File: src/design/assert_macros.svh
// assertion helpers
`ifndef ASSERT_MACROS_SVH
`define ASSERT_MACROS_SVH
`define ASSERT_CLK(label, prop, msg) \
    label: assert property (@(posedge clk) disable iff (!rst_n) prop) else $error(msg);
`define ASSERT_NEVER(label, cond, msg) \
    label: assert property (@(posedge clk) disable iff (!rst_n) !(cond)) else $error(msg);
`endif

File: src/design/tsdtw_pkg.sv
`timescale 1ns / 1ps
`default_nettype none
package tsdtw_pkg;
    localparam int MaxLenDef = 16;
    localparam int SampleBitsDef = 16;
    localparam int LenW = 5;
    localparam int PosW = 4;
    localparam int SampW = 16;
    localparam int DistW = 32;
    localparam logic [DistW-1:0] Sat = '1;

    typedef enum logic [1:0] {
        REQ_LOAD_A = 2'd0,
        REQ_LOAD_B = 2'd1,
        REQ_LOAD_C = 2'd2,
        REQ_RUN    = 2'd3
    } req_t;

    localparam logic [1:0] CFG_LEN_A = 2'd0;
    localparam logic [1:0] CFG_LEN_B = 2'd1;
    localparam logic [1:0] CFG_LEN_C = 2'd2;

    typedef struct packed {
        logic init;      // reset counters for a run
        logic fill_step; // advance fill sequencer
        logic trace_step;
        logic emit_step;
    } tsdtw_cmd_t;

    typedef struct packed {
        logic fill_done;
        logic trace_done;
        logic emit_last;
    } tsdtw_sts_t;
endpackage
`default_nettype wire

File: src/design/tsdtw_ctrl.sv
`timescale 1ns / 1ps
`default_nettype none
module tsdtw_ctrl
    import tsdtw_pkg::*;
(
    input  wire logic       clk,
    input  wire logic       rst_n,
    input  wire logic       run_start,
    input  wire logic       out_ready,
    input  wire tsdtw_sts_t sts,
    output tsdtw_cmd_t      cmd,
    output logic            idle,
    output logic            out_valid
);
    typedef enum logic [4:0] {
        S_IDLE  = 5'b00001,
        S_INIT  = 5'b00010,
        S_FILL  = 5'b00100,
        S_TRACE = 5'b01000,
        S_EMIT  = 5'b10000
    } state_t;

    state_t state_reg, state_next;

    always_ff @(posedge clk or negedge rst_n)
    begin
        if (!rst_n)
            state_reg <= S_IDLE;
        else
            state_reg <= state_next;
    end

    always_comb
    begin
        state_next = state_reg;
        cmd = '0;
        unique case (state_reg)
            S_IDLE:
            begin
                if (run_start)
                    state_next = S_INIT;
            end
            S_INIT:
            begin
                cmd.init = 1'b1;
                state_next = S_FILL;
            end
            S_FILL:
            begin
                cmd.fill_step = 1'b1;
                if (sts.fill_done)
                    state_next = S_TRACE;
            end
            S_TRACE:
            begin
                cmd.trace_step = 1'b1;
                if (sts.trace_done)
                    state_next = S_EMIT;
            end
            S_EMIT:
            begin
                cmd.emit_step = out_ready;
                if (out_ready && sts.emit_last)
                    state_next = S_IDLE;
            end
            default: state_next = S_IDLE;
        endcase
    end

    assign idle = (state_reg == S_IDLE);
    assign out_valid = (state_reg == S_EMIT);
endmodule
`default_nettype wire

File: config.mk
export PLATFORM = sky130hd
export DESIGN_NAME = tsdtw_ctrl
export DESIGN_NICKNAME = d
export VERILOG_FILES = /design/src/design/assert_macros.svh /design/src/design/tsdtw_pkg.sv /design/src/design/tsdtw_ctrl.sv
export SDC_FILE = /design/constraint.sdc
export NUM_CORES = 1
export LEC_CHECK = 0
export BUFFER_PORTS_ARGS = -buffer_cell sky130_fd_sc_hd__buf_2
export CAP_MARGIN = 10
export CORE_AREA = 2 2 39 41
export DETAILED_ROUTE_END_ITERATION = 8
export DIE_AREA = 0 0 41 43
export SYNTH_ARGS = -nofsm -noshare
export SYNTH_HDL_FRONTEND = slang
export SYNTH_SLANG_ARGS = --single-unit
File: constraint.sdc
create_clock -name clk -period 1.8 [get_ports clk]
set_clock_uncertainty 0.1 [all_clocks]
set_input_delay 0.18 -clock clk [delete_from_list [all_inputs] [get_ports clk]]
set_output_delay 0.18 -clock clk [all_outputs]
set_load 0.01 [all_outputs]
**After elaboration in Yosys (flattened, before gate mapping)**

Cells that the tools add are included.

- Eq/ne operators: 9
- Mux-type cells: 9
- Reductions and logical operators: 2

Operators with widths:

| operator | count |
|---|---|
| 5-bit case mux with 5 select lines | 1 |
| 5-bit 2-to-1 mux | 4 |
| 2-bit != test, second input constant | 3 |
| 5-bit by 1-bit == test with 1-bit output, second input constant | 1 |
| 5-bit by 2-bit == test with 1-bit output, second input constant | 1 |
| 5-bit by 3-bit == test with 1-bit output, second input constant | 1 |
| 5-bit by 4-bit == test with 1-bit output, second input constant | 1 |
| 5-bit == test, second input constant | 1 |
| 1-bit 2-to-1 mux | 4 |
| 4-bit AND reduction | 1 |
| 2-bit by 1-bit != test with 1-bit output, second input constant | 1 |
| 1-bit logical AND | 1 |

- Register bits after elaboration: 5
- Input bits: 7
- Output and inout bits: 6
- Word-level logic and storage cells: 21

**Longest topological paths before layout**

Gate-level depths: netlist of the first run.

- Depth after elaboration: 3
- Gate-level depth with buffers: 4
- Depth with buffers taken out: 4

**Least setup slack after synthesis of the first run**

OpenSTA, ideal clock, no wires.

- Kind: register to register
- Start point: register state_reg[1]
- End point: register state_reg[0]
- Library setup time: 0.087 ns
- Data arrival time: 1.229 ns
- Required time: 1.613 ns
- Slack: 0.384 ns
- Stages on the path, launching flop included: 4
- Path buffers: 0
- Clock period less this slack: 1.416 ns
- Cell sequence: dfrtp_1 or3_4 or3_1 nor4bb_1

- Longest elaborated chain between the ends: 3
- Elaborated cells between the ends (all ways): 11
- Those cells by class: eq/ne (9); mux (1); reduce/logical (1)

RTL lines:

| what | RTL line | source |
|---|---|---|
| from (decl) | tsdtw_ctrl.sv:23 | `state_t state_reg, state_next;` |
| from (signal assigned) | tsdtw_ctrl.sv:30 | `state_reg <= state_next;` |
| 5-bit == test, or another cell as far along | tsdtw_ctrl.sv:37 | `unique case (state_reg)` |
| 2-bit by 1-bit != test with 1-bit output (no line) / 2-bit != test (equally long branches) | -- |  |
| 4-bit AND reduction (no line) | -- |  |

Parallel ways exist; a longest one is shown, timed or not.
A chain may end at the register's enable or synchronous reset.

==> results of run 1 <==
## timing repair
item | CTS | global route
setup endpoints to repair | 0 | 0
endpoints found under the hold margin | 5 | 0
hold buffers | 1 | 0
## layout make-up
cell class              instances  area, sq um  area share (%)
repair buffers                 13         70.1            17.1
clock buffers                   4         26.3            6.40
flip-flops and latches          5          126            30.8
well taps                      16         20.0            4.88
multi-input cells              24          164            39.9
inverters                       1         3.75           0.915
## synth_stat cells (all sizes together)
cell type | instances | share of area, %
dfrtp | 4 | 33
nor2 | 4 | 5.0
and3b | 2 | 6.6
nand2b | 2 | 4.1
nor3 | 2 | 3.3
or3 | 2 | 5.8
a21boi | 1 | 2.5
a21o | 1 | 2.5
a31oi | 1 | 2.1
and2 | 1 | 2.1
and3 | 1 | 2.1
and4b | 1 | 3.7
buf | 1 | 2.5
dfstp | 1 | 8.7
inv | 1 | 1.2
nand3b | 1 | 2.5
nor4 | 1 | 2.1
nor4bb | 1 | 3.3
o21ai | 1 | 1.7
o22a | 1 | 2.9
or2 | 1 | 2.1
## worst max-delay path, cell delays in order, from the launching register on
cell and delay (ps):
dfrtp_1 410, or3_4 410, nor2_1 140, buf_2 150
## routing by layer
layer	vias to the layer above	global-route usage [%]	routed length (um)	part of all wire, %
met5	-	0	0	0
met4	0	8.00	0	0
met3	0	1.57	29	4.5
met2	5	14.1	349	54
met1	130	9.21	266	41
li1	146	-	-	-
## cells by family (layout without fill, tap and decap cells)
family	Yosys count	after routing
AND/OR/NAND/NOR	19	19
AO/OA/AOI/OAI	5	5
flip-flops	5	5
buffers and inverters	2	18
## worst min-delay path by stage
stage | endpoint | slack (ps) | cells past startpoint
after floorplan | state_reg[1] | -220 | 0
after detailed placement | state_reg[2] | -100 | 1
after global placement | state_reg[1] | -100 | 1
after global routing | state_reg[4] | 90 | 2
final | state_reg[4] | 80 | 2
after CTS | state_reg[4] | 80 | 2
## power by group
group / switching (uW) / leakage, uW / total (uW) / internal [uW]
registers: 32.9 / 0.0000651 / 181 / 148
clock network: 40.6 / 0.0000150 / 124 / 83.4
logic: 85.0 / 0.000135 / 192 / 107
total: 159 / 0.000215 / 497 / 338
## through the flow
stage	util, %	area [sq um]	hold slack [ps]	setup WS (ps)
4_1_cts	29.7	410	75.5	167
5_1_grt	29.7	410	92.0	80.8
6_report	29.7	410	82.3	176
3_5_place_dp	27.0	374	-96.7	299
3_3_place_gp	27.0	374	-103	315
2_1_floorplan	-	302	-216	384
==> run metrics, run 1 <==
TritonCTS clock tree=done; R2R Path Start=state_reg[1]; post-synthesis sequential area ratio=41.9%; HP Class=input pin to flop; CP arrival=1340 ps; Initial Util=21.8%; CP required=1520 ps; simple-gate area share of the yosys netlist=42.7%; post-route ant nets=0; reg2reg end=state_reg[0]; fmax=616 MHz; yosys warns=0; slew margin rel.=79.7%; Final nets=55; R2R depth=4; max reg flops=5; Placed Instances=58; total CTS buffers=3; setup_tns=0 ps; Final setup viols=0; Residual DRC=0; first-pass GRT wire length=1.01 mm; Final Cycle Share=90.2%; Cells after Synth=31; routability cong.=0.723; clk sink count=5; Post-Route WL=645 um; CTS Root Buffer Type=clkbuf_4; Mapped Area=302 sq um; Vias=281; io pins=13; endpoint class of the critical path=output pin; MaxCap Viol Count=0; die area=1760 sq um; routed vias/inst=4.46; R2R setup slack=300 ps; final std cells w/o fill=63; Post-Synth Adder-Cell Area=0%; crit path kind=flop to output pin; largest net degree at the start of global routing=8; initial antenna violation count=0; Layout fillers=154; Worst Tran Pin Value=302 ps; Peak supply drop=0.000344 V; Pwr Total=497 uW; Worst Setup Start Kind=flop; most frequent cells in the layout=buf_2 (12), nor2_1 (4), dfrtp_1 (4), clkbuf_4 (3); syn nets=38; largest family of logic cells by synthesized area=simple AND/OR/NAND/NOR gates; total setup buffers inserted after CTS=0; Rows=14; status=complete, no violations; min Tclk post-route=1620 ps; clk buf depth=2; worst hold start=sts[1]; CP endpoint=cmd[1]; XOR/XNOR Fraction of Synth Area=0%; flop and latch count out of synthesis=5; Core Footprint=1380 sq um; Yosys cell types=22; DR pass1 iterations=2; final hold vios=0; vias in the first global route=270; violation count after the first detailed-routing iteration=5; Final Max Tran Viols=0; total congestion overflow=0; Synth Area in Compound Gates=11.6%; Clock H-tree levels=1; commonest non-fill, non-tap cell in the layout=buf_2; CTS resizes=0; DPL Wire Length=577 um; Avg Inst Size Synth=9.73 sq um; CP startpoint=state_reg[1]; layout cells sized above 1=44.7%; unrepaired setup endpoints after global routing=false; P_leak=0.000215 uW; Worst-Skew Late Latency=240 ps; Worst-path clk slew=40 ps; Tot GR Track Use=8.90%; Routed WL per cell=10.2 um; height of the die=43 um; Area growth, synth to finish=36.1%; post-synthesis mux area share=0%; CP max FO=7; Antenna diodes=0; Die Width=41 um; Buffers on Ports=12; Pwr Density=1210 nW/um^2
Power figures use the tool's default switching activity.
==> run 2: changes to the inputs <==
==> constraint.sdc (replaced) <==
create_clock -name clk -period 1.4 [get_ports clk]
set_clock_uncertainty 0.1 [all_clocks]
set_input_delay 0.14 -clock clk [delete_from_list [all_inputs] [get_ports clk]]
set_output_delay 0.14 -clock clk [all_outputs]
set_load 0.01 [all_outputs]
==> run 2 against run 1 <==
The flow now finishes with violations (setup timing). Critical path depth grew 1. Die area is the same. Combinational power grew to 2.5 times the previous value. Clock power grew 40%. Largest cell class unchanged. Highest routed layer is now met4.
==> run metrics, run 2 (synthesis results as in run 1) <==
status=finished, violations left; failing checks=setup timing; layout cells sized above 1=63.2%; final std cells w/o fill=73; setup_tns=-1190 ps; clock share of power=19.7%; Residual DRC=0; Combinational Power Share=54.8%; Final setup viols=8; max incr delay on CP=420 ps; final hold vios=0; vias in the first global route=311; crit path kind=flop to output pin; routability cong.=0.788; die area=1760 sq um; Setup WS post-layout=-194 ps; Worst-Skew Late Latency=240 ps; min Tclk post-route=1590 ps; Pwr Total=884 uW; DPL Wire Length=614 um; Cell Int Power=601 uW; initial antenna violation count=0; Pwr Density=1620 nW/um^2; Final nets=65; unrepaired setup endpoints after global routing=true; DR pass1 iterations=4; MaxCap Viol Count=0; Post-Route WL=887 um; routed vias/inst=4.47; total CTS buffers=3; Worst Setup Start Kind=flop; Final Max Tran Viols=0; Initial Util=21.8%; Worst-path clk slew=50 ps; total congestion overflow=0; slew margin rel.=75.8%; post-route ant nets=0; endpoint class of the critical path=output pin; clk buf depth=2; sequential share of power=25.5%; Clock H-tree levels=1; WHS=35.3 ps; Die Width=41 um; largest net degree at the start of global routing=6; switching share of total power=32.0%; Critical-path top delay cell=or3_4; Vias=326; Routed WL per cell=12.2 um; Worst Tran Pin Value=360 ps; HP Class=input pin to flop; CP arrival=1350 ps; CP max FO=4; cell mode on critical path=buf_6; fmax=627 MHz; clk sink count=5; crit-path cells=or3_4 -> buf_6 -> nor2_4 -> buf_6; most frequent cells in the layout=buf_2 (9), buf_4 (9), buf_6 (4), dfrtp_1 (4), clkbuf_4 (3); CTS Root Buffer Type=clkbuf_4; P_leak=0.000274 uW; TritonCTS clock tree=done; Area growth, synth to finish=80.5%; Antenna diodes=0; Final Cycle Share=114%; CP required=1160 ps; Rows=14; post-route cell area=544 sq um; violation count after the first detailed-routing iteration=7; Placed Instances=64; Core Footprint=1380 sq um; first-pass GRT wire length=1.35 mm; io pins=13; height of the die=43 um; Layout fillers=150; max reg flops=5; Post-DP Area=419 sq um; Peak supply drop=0.000472 V; Buffers on Ports=12; Psw=283 uW; Tot GR Track Use=12.2%
## run 2: cell count changes in the layout (fill, tap and decap cells not counted), sizes merged
cell,before,now
buf,12,22
## run 2: path summary, 6_finish.rpt
check / to / startpoint / cells after the start / slack [ps]
max reg2reg: state_reg[2] / state_reg[1] / 6 / -140
min in group asynchronous: state_reg[2] / rst_n / 2 / 140
max in group asynchronous: state_reg[0] / rst_n / 2 / 840
min: state_reg[4] / sts[1] / 2 / 40
max: cmd[2] / state_reg[0] / 4 / -190
min reg2reg: state_reg[1] / state_reg[4] / 2 / 630
## run 2: per-layer routing
| layer | part of all wire, % | vias up | global-route usage, % |
|---|---|---|---|
| met5 | 0 | - | 0 |
| met4 | 1.6 | 0 | 10.0 |
| met3 | 6.7 | 2 | 3.66 |
| met2 | 50 | 12 | 16.9 |
| met1 | 42 | 145 | 14.8 |
| li1 | - | 167 | - |
## run 2: worst max-delay path, delay by kind of cell (launching register included)
family,cells,cell delay (ps)
simple gates,2,490
flops,1,380
buf+inv,2,240
## run 2: final cells by class
class	instances	area [sq um]	area share (%)
clock buffer	4	26.3	4.83
inverter	1	3.75	0.690
multi-input combinational	24	200	36.8
sequential	5	126	23.2
tap	16	20.0	3.68
timing repair buffer	23	168	30.8
## run 2: power groups by stage
stage	Combinational (uW)	Sequential [uW]	Clock, uW
global route	521	232	190
finish	484	225	174
global placement	321	225	0
detailed placement	321	226	0
floorplan	190	224	0
CTS	448	222	181
## run 2: repair_timing
| item | in CTS | in global routing |
|---|---|---|
| hold buffers | 1 | 0 |
| buffers inserted | 3 | 1 |
| endpoints found under the hold margin | 5 | 0 |
| pin swaps | 7 | 1 |
| gates cloned | 0 | 0 |
| resized for setup | 7 | 6 |
| setup endpoints to repair | 8 | 9 |
## run 2: per-stage QoR
| step | worst slack [ps] | util, % |
|---|---|---|
| final | -194 | 39.3 |
| after global routing | -229 | 39.3 |
| after CTS | -205 | 36.8 |
| after detailed placement | -45.6 | 30.3 |
| after global placement | -21.8 | 30.3 |
| after floorplan | -16.2 | - |
==> run 3: changes to the inputs <==
--- a/config.mk
+++ b/config.mk
@@ -13,3 +13,4 @@
 export SYNTH_ARGS = -nofsm -noshare
 export SYNTH_HDL_FRONTEND = slang
 export SYNTH_SLANG_ARGS = --single-unit
+export TNS_END_PERCENT = 1
==> run 3 against run 2 <==
Largest power group unchanged. Power decreased by 1.7%. Sequential share of layout area increased by 0.77 points. Wire length decreased by 1.2%. Setup slack about the same. Non-clock buffer count decreased by 1. Largest cell class unchanged. Cell count decreased by 1.4%. The run still ends with setup timing left.
==> run metrics, run 3 (synthesis results as in run 1) <==
status=finished, violations left; failing checks=setup timing; P_leak=0.000269 uW; Residual DRC=0; Die Width=41 um; Worst-Skew Late Latency=240 ps; sequential share of power=25.9%; Psw=281 uW; R2R Path Start=state_reg[0]; Core Footprint=1380 sq um; post-route cell area=527 sq um; Buffers on Ports=12; clock share of power=20.2%; switching share of total power=32.3%; initial antenna violation count=0; vias in the first global route=310; CP max FO=4; Tot GR Track Use=12.3%; Final setup viols=8; Cell Int Power=589 uW; Area growth, synth to finish=74.7%; first-pass GRT wire length=1.37 mm; unrepaired setup endpoints after global routing=true; Post-Route WL=876 um; FF+latch area=126 sq um; final hold vios=0; R2R depth=3; Initial Util=21.8%; Layout fillers=152; routed vias/inst=4.43; Post-DP Area=419 sq um; MaxCap Viol Count=0; height of the die=43 um; Worst-path clk slew=50 ps; Clock H-tree levels=1; Worst Tran Pin Value=330 ps; reg2reg end=state_reg[0]; CP required=1160 ps; Final Cycle Share=114%; R2R setup slack=-100 ps; Setup WS post-layout=-195 ps; violation count after the first detailed-routing iteration=6; Rows=14; Vias=319; Combinational Power Share=53.9%; endpoint class of the critical path=output pin; io pins=13; pre-CTS setup slack=-45.6 ps; CP endpoint=cmd[2]; total CTS buffers=3; Peak supply drop=0.000471 V; largest net degree at the start of global routing=6; clk buf depth=2; slew margin rel.=77.8%; most frequent cells in the layout=buf_2 (9), buf_4 (8), buf_6 (4), dfrtp_1 (4), clkbuf_4 (3); Antenna diodes=0; commonest non-fill, non-tap cell in the layout=buf_2; Worst Setup Start Kind=flop; min Tclk post-route=1590 ps; post-route ant nets=0; Pwr Total=869 uW; total congestion overflow=0; clk sink count=5; CTS Root Buffer Type=clkbuf_4; CP arrival=1350 ps; WHS=36.1 ps; fmax=627 MHz; Routed WL per cell=12.2 um; DPL Wire Length=614 um; final core utilization=38.1%; CP startpoint=state_reg[0]; crit path kind=flop to output pin; Pwr Density=1650 nW/um^2; routability cong.=0.788; max reg flops=5; Final nets=64; area of the multi-input gates=190 sq um; Final Max Tran Viols=0; layout cells sized above 1=62.5%; TritonCTS clock tree=done; die area=1760 sq um; DR pass1 iterations=4; HP Class=input pin to flop
==> run 3: changes by cell type in the layout (fill, tap and decap cells not counted), sizes merged <==
| cell | delta |
|---|---|
| buf | -1 |
==> run 3: power groups by stage <==
stage | Sequential [uW] | Combinational, uW | Clock [uW]
2_1_floorplan | 224 | 190 | 0
6_report | 225 | 469 | 176
3_3_place_gp | 225 | 321 | 0
5_1_grt | 232 | 505 | 190
4_1_cts | 222 | 433 | 181
3_5_place_dp | 226 | 321 | 0
==> run 3: per-layer routing <==
| metal | vias up | global-route usage, % | wire, um |
|---|---|---|---|
| met2 | 12 | 16.9 | 426 |
| met1 | 141 | 15.1 | 375 |
| met5 | - | 0 | 0 |
| li1 | 164 | - | - |
| met4 | 0 | 10.0 | 14 |
| met3 | 2 | 3.66 | 59 |
==> run 3: worst min-delay path by stage <==
stage / depth (start not counted) / end / slack, ps / from
after floorplan: 0 / state_reg[1] / -260 / rst_n
after global placement: 1 / state_reg[2] / -140 / rst_n
after detailed placement: 1 / state_reg[2] / -140 / rst_n
after CTS: 2 / state_reg[4] / 30 / sts[1]
after global routing: 2 / state_reg[4] / 40 / sts[1]
final: 2 / state_reg[4] / 40 / sts[1]
==> run 3: cell type report <==
class                   count  area share [%]
repair buffers             22            30.4
flip-flops and latches      5            24.0
clock buffers               4            4.99
multi-input cells          24            36.1
inverters                   1           0.713
well taps                  16            3.80
==> run 3: critical path: stages (launching register included) <==
cell	delay, ps
dfstp_2	380
or3_4	420
buf_6	140
nor2_4	70
buf_6	100
==> run 3: what timing repair did <==
action / CTS / global route
pin swaps: 5 / 1
hold endpoints to repair: 5 / 0
hold buffers: 1 / 0
buffers inserted: 3 / 0
setup endpoints to repair: 8 / 9
resized for setup: 5 / 6
==> run 3: through the flow <==
stage / TNS [ps] / cells
after floorplan: -16.2 / 31
after global placement: -21.8 / 64
after detailed placement: -86.2 / 64
after CTS: -1020 / 72
after global routing: -1530 / 72
final: -1080 / 72
